<file path="src/rtl/cvps_pkg.sv">
`timescale 1ns / 1ps
// ----------------------------------------------------------------------------
// cvps_pkg
// Widths, payload types and sizing constants for the cell voltage pack
// statistics block.
// ----------------------------------------------------------------------------
package cvps_pkg;

    localparam int MAX_CELLS = 128;

    localparam int CELL_W    = 16;
    localparam int FRAC_W    = 8;
    localparam int TOT_W     = 8;
    localparam int MEAN_W    = 24;
    localparam int STD_W     = 23;

    localparam int CNT_W     = $clog2(MAX_CELLS + 1);
    localparam int SUM_W     = CELL_W + $clog2(MAX_CELLS);
    localparam int SQ_W      = 2 * CELL_W + $clog2(MAX_CELLS);

    // n*sumsq - sum^2, and that value scaled by 2^16
    localparam int DIFF_W    = CNT_W + SQ_W;
    localparam int DIV_W     = DIFF_W + 2 * FRAC_W;
    // sum scaled by 2^8
    localparam int MDIV_W    = SUM_W + FRAC_W;
    localparam int NSQ_W     = 2 * CNT_W;
    localparam int MUL_W     = SQ_W + SUM_W;
    // scaled variance of 16-bit readings stays below 2^(2*STD_W)
    localparam int ROOT_IN_W = 2 * STD_W;
    localparam int REM_W     = STD_W + 3;
    localparam int IT_W      = $clog2(DIV_W + 1);

    typedef struct packed {
        logic [CELL_W-1:0] cell_raw;
        logic              last_cell;
    } t_in;

    typedef struct packed {
        logic [CELL_W-1:0] min_raw;
        logic [CELL_W-1:0] max_raw;
        logic [MEAN_W-1:0] mean_q8;
        logic [STD_W-1:0]  stddev_q8;
        logic [TOT_W-1:0]  cell_total;
    } t_out;

endpackage

</file>
<file path="src/rtl/cvps_if.sv">
`timescale 1ns / 1ps
// ----------------------------------------------------------------------------
// cvps_if
// Valid/ready stream interfaces for cell readings and frame statistics.
// ----------------------------------------------------------------------------
interface cvps_in_if;
    import cvps_pkg::*;

    logic valid;
    logic ready;
    t_in  data;

    modport source (output valid, output data, input  ready);
    modport sink   (input  valid, input  data, output ready);
endinterface

interface cvps_out_if;
    import cvps_pkg::*;

    logic valid;
    logic ready;
    t_out data;

    modport source (output valid, output data, input  ready);
    modport sink   (input  valid, input  data, output ready);
endinterface

</file>
<file path="src/rtl/cell_voltage_pack_statistics_top.sv">
`timescale 1ns / 1ps
// ----------------------------------------------------------------------------
// cell_voltage_pack_statistics_top
// Per-frame min, max, mean and population standard deviation of raw cell
// voltage readings.
// ----------------------------------------------------------------------------
// One reading is taken per transfer; a reading with last_cell set closes the
// frame and produces one statistics transfer. An ordinary reading passes
// through transfer, square and accumulate before the next one is accepted. A
// closing reading then forms n*sumsq, sum^2 and n*n on the multiplier, then
// runs SUM_W+8 = 31 divide steps for the mean, DIFF_W+16 = 63 divide steps
// for the scaled variance and 23 square root steps, all on one shared
// compare/subtract unit, and then loads the output register. One shared
// multiplier forms the squares and the variance products. Readings past
// MAX_CELLS in a frame are dropped from the statistics. The result waits in
// an output register, and a new frame is accepted while it waits.
// ----------------------------------------------------------------------------
module cell_voltage_pack_statistics_top (
    input  logic            i_clk,
    input  logic            i_rst_n,
    cvps_in_if.sink         i_in,
    cvps_out_if.source      o_out
);
    import cvps_pkg::*;

    localparam logic [3:0] S_IDLE = 4'd0;
    localparam logic [3:0] S_SQR  = 4'd1;
    localparam logic [3:0] S_ACC  = 4'd2;
    localparam logic [3:0] S_MNS  = 4'd3;
    localparam logic [3:0] S_MSS  = 4'd4;
    localparam logic [3:0] S_MNN  = 4'd5;
    localparam logic [3:0] S_DIVM = 4'd6;
    localparam logic [3:0] S_DIVV = 4'd7;
    localparam logic [3:0] S_SQRT = 4'd8;
    localparam logic [3:0] S_DONE = 4'd9;

    logic [3:0]        r_state;
    logic              r_ovalid;
    logic [CNT_W-1:0]  r_cnt;
    logic [CELL_W-1:0] r_min;
    logic [CELL_W-1:0] r_max;
    logic [SUM_W-1:0]  r_sum;
    logic [SQ_W-1:0]   r_sumsq;

    logic [CELL_W-1:0] r_cell;
    logic              r_last;
    logic [MUL_W-1:0]  r_prod;
    logic [DIFF_W-1:0] r_nsq;
    logic [NSQ_W-1:0]  r_div;
    logic [DIV_W-1:0]  r_work;
    logic [REM_W-1:0]  r_rem;
    logic [STD_W-1:0]  r_root;
    logic [IT_W-1:0]   r_iter;
    logic [MEAN_W-1:0] r_mean;
    t_out              r_out;

    logic [SQ_W-1:0]   mul_a;
    logic [SUM_W-1:0]  mul_b;
    logic [MUL_W-1:0]  mul_p;

    logic              sqrt_mode;
    logic [REM_W-1:0]  u_cand;
    logic [REM_W-1:0]  u_trial;
    logic              u_ge;
    logic [REM_W-1:0]  n_rem;
    logic [DIV_W-1:0]  n_work;
    logic [STD_W-1:0]  n_root;
    logic              cnt_open;

    assign i_in.ready  = (r_state == S_IDLE);
    assign o_out.valid = r_ovalid;
    assign o_out.data  = r_out;

    assign cnt_open = (r_cnt < CNT_W'(MAX_CELLS));

    // shared multiplier
    always_comb begin
        mul_a = '0;
        mul_b = '0;
        unique case (r_state)
            S_SQR: begin
                mul_a = SQ_W'(r_cell);
                mul_b = SUM_W'(r_cell);
            end
            S_MNS: begin
                mul_a = r_sumsq;
                mul_b = SUM_W'(r_cnt);
            end
            S_MSS: begin
                mul_a = SQ_W'(r_sum);
                mul_b = r_sum;
            end
            S_MNN: begin
                mul_a = SQ_W'(r_cnt);
                mul_b = SUM_W'(r_cnt);
            end
            default: begin
                mul_a = '0;
                mul_b = '0;
            end
        endcase
    end

    assign mul_p = MUL_W'(mul_a) * MUL_W'(mul_b);

    // shared restoring compare/subtract step: divide (1 bit) or root (2 bits)
    assign sqrt_mode = (r_state == S_SQRT);

    always_comb begin
        if (sqrt_mode) begin
            u_cand  = {r_rem[REM_W-3:0], r_work[DIV_W-1 -: 2]};
            u_trial = REM_W'({r_root, 2'b01});
            n_work  = {r_work[DIV_W-3:0], 2'b00};
        end else begin
            u_cand  = {r_rem[REM_W-2:0], r_work[DIV_W-1]};
            u_trial = REM_W'(r_div);
            n_work  = {r_work[DIV_W-2:0], u_cand >= u_trial};
        end
        u_ge   = (u_cand >= u_trial);
        n_rem  = u_ge ? (u_cand - u_trial) : u_cand;
        n_root = {r_root[STD_W-2:0], u_ge};
    end

    // sequencer and frame accumulators
    always_ff @(posedge i_clk) begin
        if (!i_rst_n) begin
            r_state  <= S_IDLE;
            r_ovalid <= 1'b0;
            r_cnt    <= '0;
            r_min    <= '1;
            r_max    <= '0;
            r_sum    <= '0;
            r_sumsq  <= '0;
        end else begin
            if (r_ovalid && o_out.ready) begin
                r_ovalid <= 1'b0;
            end
            unique case (r_state)
                S_IDLE: begin
                    if (i_in.valid) begin
                        r_state <= S_SQR;
                    end
                end
                S_SQR: begin
                    r_state <= S_ACC;
                end
                S_ACC: begin
                    if (cnt_open) begin
                        r_cnt   <= r_cnt + CNT_W'(1);
                        r_sum   <= r_sum + SUM_W'(r_cell);
                        r_sumsq <= r_sumsq + SQ_W'(r_prod[2*CELL_W-1:0]);
                        if (r_cell < r_min) begin
                            r_min <= r_cell;
                        end
                        if (r_cell > r_max) begin
                            r_max <= r_cell;
                        end
                    end
                    r_state <= r_last ? S_MNS : S_IDLE;
                end
                S_MNS: begin
                    r_state <= S_MSS;
                end
                S_MSS: begin
                    r_state <= S_MNN;
                end
                S_MNN: begin
                    r_state <= S_DIVM;
                end
                S_DIVM: begin
                    if (r_iter == IT_W'(MDIV_W - 1)) begin
                        r_state <= S_DIVV;
                    end
                end
                S_DIVV: begin
                    if (r_iter == IT_W'(DIV_W - 1)) begin
                        r_state <= S_SQRT;
                    end
                end
                S_SQRT: begin
                    if (r_iter == IT_W'(STD_W - 1)) begin
                        r_state <= S_DONE;
                    end
                end
                S_DONE: begin
                    if (!r_ovalid) begin
                        r_ovalid <= 1'b1;
                        r_cnt    <= '0;
                        r_min    <= '1;
                        r_max    <= '0;
                        r_sum    <= '0;
                        r_sumsq  <= '0;
                        r_state  <= S_IDLE;
                    end
                end
                default: begin
                    r_state <= S_IDLE;
                end
            endcase
        end
    end

    // datapath
    always_ff @(posedge i_clk) begin
        unique case (r_state)
            S_IDLE: begin
                if (i_in.valid) begin
                    r_cell <= i_in.data.cell_raw;
                    r_last <= i_in.data.last_cell;
                end
            end
            S_SQR: begin
                r_prod <= mul_p;
            end
            S_MNS: begin
                r_nsq <= DIFF_W'(mul_p);
            end
            S_MSS: begin
                r_prod <= mul_p;
            end
            S_MNN: begin
                r_nsq  <= r_nsq - DIFF_W'(r_prod);
                r_prod <= mul_p;
                r_div  <= NSQ_W'(r_cnt);
                r_work <= {r_sum, {(DIV_W - SUM_W){1'b0}}};
                r_rem  <= '0;
                r_iter <= '0;
            end
            S_DIVM: begin
                if (r_iter == IT_W'(MDIV_W - 1)) begin
                    r_mean <= n_work[MEAN_W-1:0];
                    r_work <= {r_nsq, {(2 * FRAC_W){1'b0}}};
                    r_div  <= NSQ_W'(r_prod);
                    r_rem  <= '0;
                    r_iter <= '0;
                end else begin
                    r_iter <= r_iter + IT_W'(1);
                    r_rem  <= n_rem;
                    r_work <= n_work;
                end
            end
            S_DIVV: begin
                if (r_iter == IT_W'(DIV_W - 1)) begin
                    r_work <= {n_work[ROOT_IN_W-1:0], {(DIV_W - ROOT_IN_W){1'b0}}};
                    r_rem  <= '0;
                    r_root <= '0;
                    r_iter <= '0;
                end else begin
                    r_iter <= r_iter + IT_W'(1);
                    r_rem  <= n_rem;
                    r_work <= n_work;
                end
            end
            S_SQRT: begin
                r_iter <= r_iter + IT_W'(1);
                r_rem  <= n_rem;
                r_work <= n_work;
                r_root <= n_root;
            end
            S_DONE: begin
                if (!r_ovalid) begin
                    r_out.min_raw    <= r_min;
                    r_out.max_raw    <= r_max;
                    r_out.mean_q8    <= r_mean;
                    r_out.stddev_q8  <= r_root;
                    r_out.cell_total <= TOT_W'(r_cnt);
                end
            end
            default: begin
                r_iter <= r_iter;
            end
        endcase
    end

endmodule

</file>
<file path="src/flat_wrapper.sv">
// flat-port wrapper written by rule: the top's interface ports become plain ports
module cell_voltage_pack_statistics_top_flat import cvps_pkg::*;
  (i_clk, i_rst_n, i_in_valid, i_in_data, i_in_ready, o_out_valid, o_out_data, o_out_ready);
  cvps_in_if i_in_i ();
  cvps_out_if o_out_i ();
  input  logic i_clk;
  input  logic i_rst_n;
  input wire logic [$bits(i_in_i.valid)-1:0] i_in_valid;
  input wire logic [$bits(i_in_i.data)-1:0] i_in_data;
  output wire logic [$bits(i_in_i.ready)-1:0] i_in_ready;
  output wire logic [$bits(o_out_i.valid)-1:0] o_out_valid;
  output wire logic [$bits(o_out_i.data)-1:0] o_out_data;
  input wire logic [$bits(o_out_i.ready)-1:0] o_out_ready;
  assign i_in_i.valid = i_in_valid;
  assign i_in_i.data = i_in_data;
  assign i_in_ready = i_in_i.ready;
  assign o_out_valid = o_out_i.valid;
  assign o_out_data = o_out_i.data;
  assign o_out_i.ready = o_out_ready;
  cell_voltage_pack_statistics_top u_core (.i_clk(i_clk), .i_rst_n(i_rst_n), .i_in(i_in_i), .o_out(o_out_i));
endmodule
</file>
<file path="config.mk">
export PLATFORM = sky130hd
export DESIGN_NAME = cell_voltage_pack_statistics_top_flat
export DESIGN_NICKNAME = d
export VERILOG_FILES = /design/src/rtl/cvps_pkg.sv /design/src/rtl/cvps_if.sv /design/src/rtl/cell_voltage_pack_statistics_top.sv /design/src/flat_wrapper.sv
export SDC_FILE = /design/constraint.sdc
export NUM_CORES = 2
export LEC_CHECK = 0
export ABC_AREA = 1
export BUFFER_PORTS_ARGS = -buffer_cell sky130_fd_sc_hd__buf_2
export CAP_MARGIN = 0
export CORE_MARGIN = 5
export CORE_UTILIZATION = 55
export DETAILED_ROUTE_END_ITERATION = 10
export GPL_ROUTABILITY_DRIVEN = 1
export MAX_ROUTING_LAYER = met4
export PLACE_DENSITY = 0.71
export SETUP_SLACK_MARGIN = 0.02
export SLEW_MARGIN = 10
export SYNTH_ARGS = -nofsm -noshare
export SYNTH_HDL_FRONTEND = slang
export SYNTH_SLANG_ARGS = --single-unit
</file>
<file path="constraint.sdc">
create_clock -name i_clk -period 8.8 [get_ports i_clk]
set_clock_uncertainty 0.1 [all_clocks]
set_input_delay 1.76 -clock i_clk [delete_from_list [all_inputs] [get_ports i_clk]]
set_output_delay 1.76 -clock i_clk [all_outputs]
set_load 0.01 [all_outputs]
</file>
After elaboration in Yosys (flattened, before gate mapping)
Cells that the tools add are included.

Flip-flop bits (word level): 462. Output and inout port bits: 89. Word-level logic and storage cells: 120. Bits of input ports: 21.

Multiplexer cells: 47. Reductions and logical operators: 18. $add $sub $neg: 6. Order comparisons: 5. Bitwise operators: 1. Eq/ne operators: 20. Multipliers: 1.

Operator list (count): one-hot mux 63 bit (4 select lines) (1); 2-to-1 mux 63 bit (3); one-hot mux 39 bit (4 select lines) (1); 2-to-1 mux 16 bit (7); 2-to-1 mux 25 bit (4); one-hot mux 25 bit (4 select lines) (1); one-hot mux 16 bit (2 select lines) (3); one-hot mux 47 bit (2 select lines) (1); one-hot mux 23 bit (2 select lines) (2); 2-to-1 mux 39 bit (2); one-hot mux 39 bit (2 select lines) (1); 2-to-1 mux 23 bit (3); one-hot mux 23 bit (3 select lines) (1); multiplier 39 x 23 -> 47 bit (1); subtractor 47 bit (1); one-hot mux 4 bit (10 select lines) (1); adder 39 x 32 -> 39 bit (1); greater-or-equal comparator 26 x 16 -> 1 bit (1); greater-or-equal comparator 26 x 25 -> 1 bit (1); 2-to-1 mux 26 bit (1); subtractor 25 bit (1); one-hot mux 6 bit (4 select lines) (1); adder 23 x 16 -> 23 bit (1); 2-to-1 mux 4 bit (5); other kinds (29) (53).

Depth between registers and ports, before layout
Depth in word-level cells: 6. Depth in mapped cells: 39. Depth with buffers taken out: 37.

Least setup slack after synthesis
Ideal clock, no wire load.

Kind: reg2reg. Start: register u_core.r_state[0]. End: register u_core.r_prod[34] (data pin). Data required time: 8445 ps. Setup slack: 1468 ps. Buffers on the path: 1. Clock period less this slack: 7332 ps. Setup time: 255 ps. Stages on the path, launching flop included: 29. Arrival time: 6978 ps. Cell sequence: dfxtp_1 -> nand2_2 -> nor2_4 -> nor2_4 -> inv_2 -> a21oi_1 -> inv_2 -> buf_2 -> nand2_1 -> fa_1 -> fa_1 -> fa_1 -> fa_1 -> inv_1 -> fa_1 -> fa_1 -> inv_1 -> fa_1 -> inv_1 -> ha_1 -> a21oi_1 -> inv_1 -> nor2_1 -> inv_1 -> a21oi_1 -> nor2_1 -> nor2_1 -> nand3_1 -> and2_1.

Word-level cells in the longest chain between the ends: 4. Elaborated cells between the ends (all ways): 8. Those cells by class: mul: 1; eq/ne: 4; mux: 2; reduce/logical: 1.

RTL lines: start: declaration (RTL line cell_voltage_pack_statistics_top.sv:37) `logic [3:0] r_state;`; start signal: assignment (RTL line cell_voltage_pack_statistics_top.sv:159) `r_state <= r_last ? S_MNS : S_IDLE;`; equality test 4 x 2 -> 1 bit / equality test 4 x 3 -> 1 bit (equally long branches) (RTL line cell_voltage_pack_statistics_top.sv:80) `unique case (r_state)`; OR reduction 2 bit (no source line); one-hot mux 23 bit (3 select lines) (RTL line cell_voltage_pack_statistics_top.sv:80); multiplier 39 x 23 -> 47 bit (*) (RTL line cell_voltage_pack_statistics_top.sv:104) `assign mul_p = MUL_W'(mul_a) * MUL_W'(mul_b);`; net u_core.mul_p[34] (RTL line cell_voltage_pack_statistics_top.sv:59) `logic [MUL_W-1:0] mul_p;`; end signal: assignment (RTL line cell_voltage_pack_statistics_top.sv:213) `r_prod <= mul_p;`; end signal: assignment (RTL line cell_voltage_pack_statistics_top.sv:219) `r_prod <= mul_p;`; end signal: assignment (RTL line cell_voltage_pack_statistics_top.sv:223) `r_prod <= mul_p;`; end: declaration (RTL line cell_voltage_pack_statistics_top.sv:47) `logic [MUL_W-1:0] r_prod;`.

The timed path passes the listed nets; every way through them passes the cells marked *. A chain may end at the register's enable or synchronous reset.

Worst setup path in the final report
Start: register u_core.r_state[0]. End: register u_core.r_nsq[37] (data pin).

Word-level cells in the longest chain between the ends: 5. Elaborated cells between the ends (all ways): 9. Those cells by class: mul: 1; eq/ne: 4; mux: 3; reduce/logical: 1.

RTL lines: equality test 4 x 2 -> 1 bit / equality test 4 x 3 -> 1 bit (equally long branches) (RTL line cell_voltage_pack_statistics_top.sv:80, cell_voltage_pack_statistics_top.sv:205); OR reduction 2 bit (no source line); one-hot mux 23 bit (3 select lines) (RTL line cell_voltage_pack_statistics_top.sv:80); multiplier 39 x 23 -> 47 bit (RTL line cell_voltage_pack_statistics_top.sv:104); one-hot mux 47 bit (2 select lines) (*) (RTL line cell_voltage_pack_statistics_top.sv:205) `unique case (r_state)`; end signal: assignment (RTL line cell_voltage_pack_statistics_top.sv:216) `r_nsq <= DIFF_W'(mul_p);`; end signal: assignment (RTL line cell_voltage_pack_statistics_top.sv:222) `r_nsq <= r_nsq - DIFF_W'(r_prod);`; end: declaration (RTL line cell_voltage_pack_statistics_top.sv:48) `logic [DIFF_W-1:0] r_nsq;`.

Every way passes the cells marked *; elsewhere a longest branch is shown, timed or not.

==> impl_summary.log <==
[metrics] via total after detailed routing: between 40k and 50k
[metrics] proportion of layout cells with a drive suffix above 1: 0.06212
[metrics] total power after layout: roughly 16000 µW
[metrics] Worst Hold Path EP: u_core.o_out.data[32]$_DFFE_PP_
[metrics] Buffers on Ports: 109
[metrics] cell repeated most along the worst path: sky130_fd_sc_hd__fa_1
[metrics] final critical-path required period: between 8 and 9 ns
[metrics] number of synthesis warnings: 0
[metrics] clock tree from TritonCTS: done
[metrics] global-route total usage across every layer: 0.3412
[metrics] Final Hold Vio Count: 0
[metrics] Clock H-tree levels: 2
[metrics] critical path's slowest cell: sky130_fd_sc_hd__fa_1
[metrics] Wirelength per Cell: between 20 and 25 µm
[metrics] CP endpoint kind: flop
[metrics] worst ir drop on vdd: 0.2631 mV
[metrics] antenna violations before repair: 3
[metrics] Buf/Inv on CP: 7
[metrics] overflow left after global routing: 0
[metrics] Final HPWL DP: around 140000 µm
[metrics] maximum clock frequency: 117.8 MHz
[metrics] Worst Setup Slack post-DPL: 0.3565 ns
[metrics] via count of the first global-routing pass: 43.94k
[metrics] Maximum Capacitance Violations: 0
[metrics] post-layout net count: 7721
[metrics] cell area after placement: 54520 µm²
[metrics] final routed DRC violation total: 0
[metrics] kind of critical path: flop to flop
[metrics] Die Wd: 317.4 µm
[metrics] Hold WC Path Type: flop to flop
[metrics] Final Routed Wirelength: 169600 µm
[metrics] first drt pass iteration count: 6
[metrics] measured slew at the worst slew-check pin: 1.014 ns
[metrics] TritonCTS buffer count: 50
[metrics] critical path fanouts, max: 19
[metrics] CTS Root Cell: sky130_fd_sc_hd__clkbuf_16
[metrics] power density cells: 292.8 nW/µm²
[metrics] kind of cell with the highest combined delay on the critical path: adder cells
[metrics] worst rel slew slack: 0.3225
[metrics] hold_sp: u_core.r_mean[1]$_DFFE_PP_
[metrics] non-filler cells, final: 8035
[metrics] cell row count: 112
[metrics] number of instances in the synthesized netlist: approximately 6.5k
[metrics] post-synthesis area per instance: 7.958 µm²
[metrics] number of flops mapped to enable cells by yosys: around 360
[metrics] worst setup margin: between 0.3 and 0.4 ns
[metrics] startpoint of the lowest-slack register-to-register path: u_core.r_state[0]$_SDFFE_PN0P_
[metrics] Synth Register Bits: between 400 and 500
[metrics] final-report max-slew violation count: 0
[metrics] clock sinks: between 400 and 500
[metrics] status: complete, no violations
[metrics] area of the die: 100700 µm²
[metrics] Worst R2R End: u_core.r_nsq[37]$_DFFE_PN_
[metrics] Pleak: approximately 0.027 µW
[metrics] Cell Area, Synth: 51970 µm²
[metrics] number of placed I/O pins: 110
[metrics] worst hold stages: 0
[metrics] most common library cell in the layout ignoring fill and taps: sky130_fd_sc_hd__nand2_1
[metrics] sequential fraction of the synthesis area: 0.2463
[metrics] data arrival time of the critical path: 8.76 ns
[metrics] largest net degree at the start of global routing: 74
[metrics] worst endpoint required time: 9.07 ns
[metrics] Final Cycle Share: 0.9644
[metrics] clock slew seen by the registers of the worst setup and hold paths: about 0.06 ns
[metrics] share of the synthesized area in the top cell type: 0.2604
[metrics] most area-consuming cells after synthesis: sky130_fd_sc_hd__fa_1 (26%), sky130_fd_sc_hd__edfxtp_1 (21%), sky130_fd_sc_hd__nand2_1 (12%)
[metrics] count of final setup violators: 0
[metrics] cells on worst reg2reg path: 29
[metrics] DIE HEIGHT: approximately 320 µm
[metrics] share of synthesized registers carrying an async set or reset: 0
[metrics] number of vias per cell: 5.522
[metrics] number of nets with antenna violations after routing: 0
[metrics] wire length of the first global-routing pass: approximately 260000 µm
[metrics] reg-to-reg slack, setup: between 0.3 and 0.4 ns
[metrics] largest stage delay on the critical path: 0.54 ns
[metrics] clock buffer depth: 3
[metrics] dominant synthesized flop cell: sky130_fd_sc_hd__edfxtp_1
[metrics] clock latency on the worst-skew pair: 0.63 ns
[metrics] DP Cell Count: 7937
[metrics] initial drt markers: 4182
[metrics] Synth area leader: sky130_fd_sc_hd__fa_1
[metrics] library cells used by synthesis: 61
[metrics] Initial Util: 0.5552
[metrics] final RePlAce weighted congestion: about 1.0
[metrics] area added between synthesis and finish: 8.342%
[metrics] post-route standard cell area excluding fillers: 56310 µm²
[metrics] Core Area: 93610 µm²
[metrics] FILL cells: 8616
[metrics] kind of start point of the critical path: flop
[metrics] Core Util, Final: 0.6015
[metrics] commonest non-fill, non-tap cells in the layout: sky130_fd_sc_hd__nand2_1 (1591), sky130_fd_sc_hd__inv_1 (1341), sky130_fd_sc_hd__fa_1 (676), sky130_fd_sc_hd__nor2_1 (593), sky130_fd_sc_hd__a21oi_1 (363)
==> layout make-up <==
cell class | instances | area (µm²) | area share
tap | 1254 | 1569 | 0.02786
timing repair buffer | 198 | 1234 | 0.02191
inverter | 1393 | 5233 | 0.09293
antenna | 4 | 10.01 | 0.0001778
clock buffer | 52 | 1259 | 0.02235
clock inverter | 42 | 496.7 | 0.008822
multi-input combinational | 4630 | 33700 | 0.5986
sequential | 462 | 12800 | 0.2274
==> routing by layer <==
| metal | track usage | vias up | routed length, µm |
|---|---|---|---|
| met3 | 0.06050 | 360 | 14940 |
| met2 | 0.5465 | 1924 | 79800 |
| li1 | - | 20560 | - |
| met4 | 0.1206 | 0 | 7293 |
| met1 | 0.4421 | 21530 | 67610 |
| met5 | - | - | 0 |
==> metrics by stage <==
| stage | hold slack [ns] | setup TNS (ns) |
|---|---|---|
| floorplan | 0.3003 | 0 |
| global placement | 0.3019 | 0 |
| detailed placement | 0.3045 | 0 |
| CTS | 0.3157 | 0 |
| global route | 0.3263 | -0.06275 |
| finish | 0.3166 | 0 |
==> how the worst max path moves through the flow <==
stage / startpoint / end / slack, ns / depth (start not counted)
after floorplan: u_core.r_state[0]$_SDFFE_PN0P_ / u_core.r_prod[34]$_DFFE_PP_ / 1.47 / 28
after global placement: u_core.r_state[0]$_SDFFE_PN0P_ / u_core.r_prod[37]$_DFFE_PP_ / 0.40 / 28
after detailed placement: u_core.r_state[0]$_SDFFE_PN0P_ / u_core.r_nsq[37]$_DFFE_PN_ / 0.36 / 29
after CTS: u_core.r_state[0]$_SDFFE_PN0P_ / u_core.r_nsq[37]$_DFFE_PN_ / 0.35 / 29
after global routing: u_core.r_state[0]$_SDFFE_PN0P_ / u_core.r_nsq[37]$_DFFE_PN_ / -0.04 / 29
final: u_core.r_state[0]$_SDFFE_PN0P_ / u_core.r_nsq[37]$_DFFE_PN_ / 0.31 / 29
==> logic make-up (layout without fill, tap and decap cells) <==
logic type | count (synthesis) | count (layout) | synth area share
flip-flops | 462 | 462 | 0.2463
AND/OR/NAND/NOR | 2671 | 2671 | 0.2096
AO/OA/AOI/OAI | 807 | 807 | 0.08763
XOR/XNOR | 58 | 58 | 0.009774
adder cells (fa/ha/maj) | 965 | 965 | 0.3300
other | 2 | 124 | 0.0001445
multiplexers | 9 | 9 | 0.001806
buffers and inverters | 1557 | 1685 | 0.1147
==> repair_timing <==
| item | 4_1_cts | 5_1_grt |
|---|---|---|
| gates resized for setup | 0 | 5 |
| setup endpoints to repair | 0 | 6 |
| setup buffers | 0 | 0 |
| hold buffers | 0 | 0 |
==> synthesized netlist by cell type, drive strengths merged, types with 2 or more instances <==
library cell	instances
a32oi	9
xnor2	24
xor2	34
nand2	1602
mux2	3
edfxtp	355
and3	3
conb	2
a21boi	4
nor3	35
and2	23
clkinv	3
nand3b	18
a22oi	29
o22ai	10
nor4	10
inv	1390
o211ai	17
nand4	48
clkbuf	67
a21o	12
a31oi	10
mux2i	6
fa	676
o21a	8
ha	289
buf	97
o21bai	39
or2	29
nand3	294
a221oi	7
dfxtp	107
nor3b	2
o21ai	281
a41oi	3
nor2	607
a211oi	3
a21oi	371
==> where the power goes <==
group	internal (µW)	switching, µW	leakage [µW]
sequential	3280	418	0.00419
clock	1320	959	0.000851
combinational	3440	7070	0.0219
total	8040	8450	0.0269
==> flip-flops by register name, summed over array words and instances (netlist names), 16 cells and up <==
signal	flops
u_core.r_sumsq	39
u_core.r_cell	16
u_core.r_div	16
u_core.r_min	16
u_core.r_nsq	47
u_core.r_sum	23
u_core.r_work	63
u_core.r_mean	24
u_core.o_out.data	87
u_core.r_max	16
u_core.r_rem	25
u_core.r_prod	47
u_core.r_root	23
Note: power is estimated with default switching activity, not from simulation.
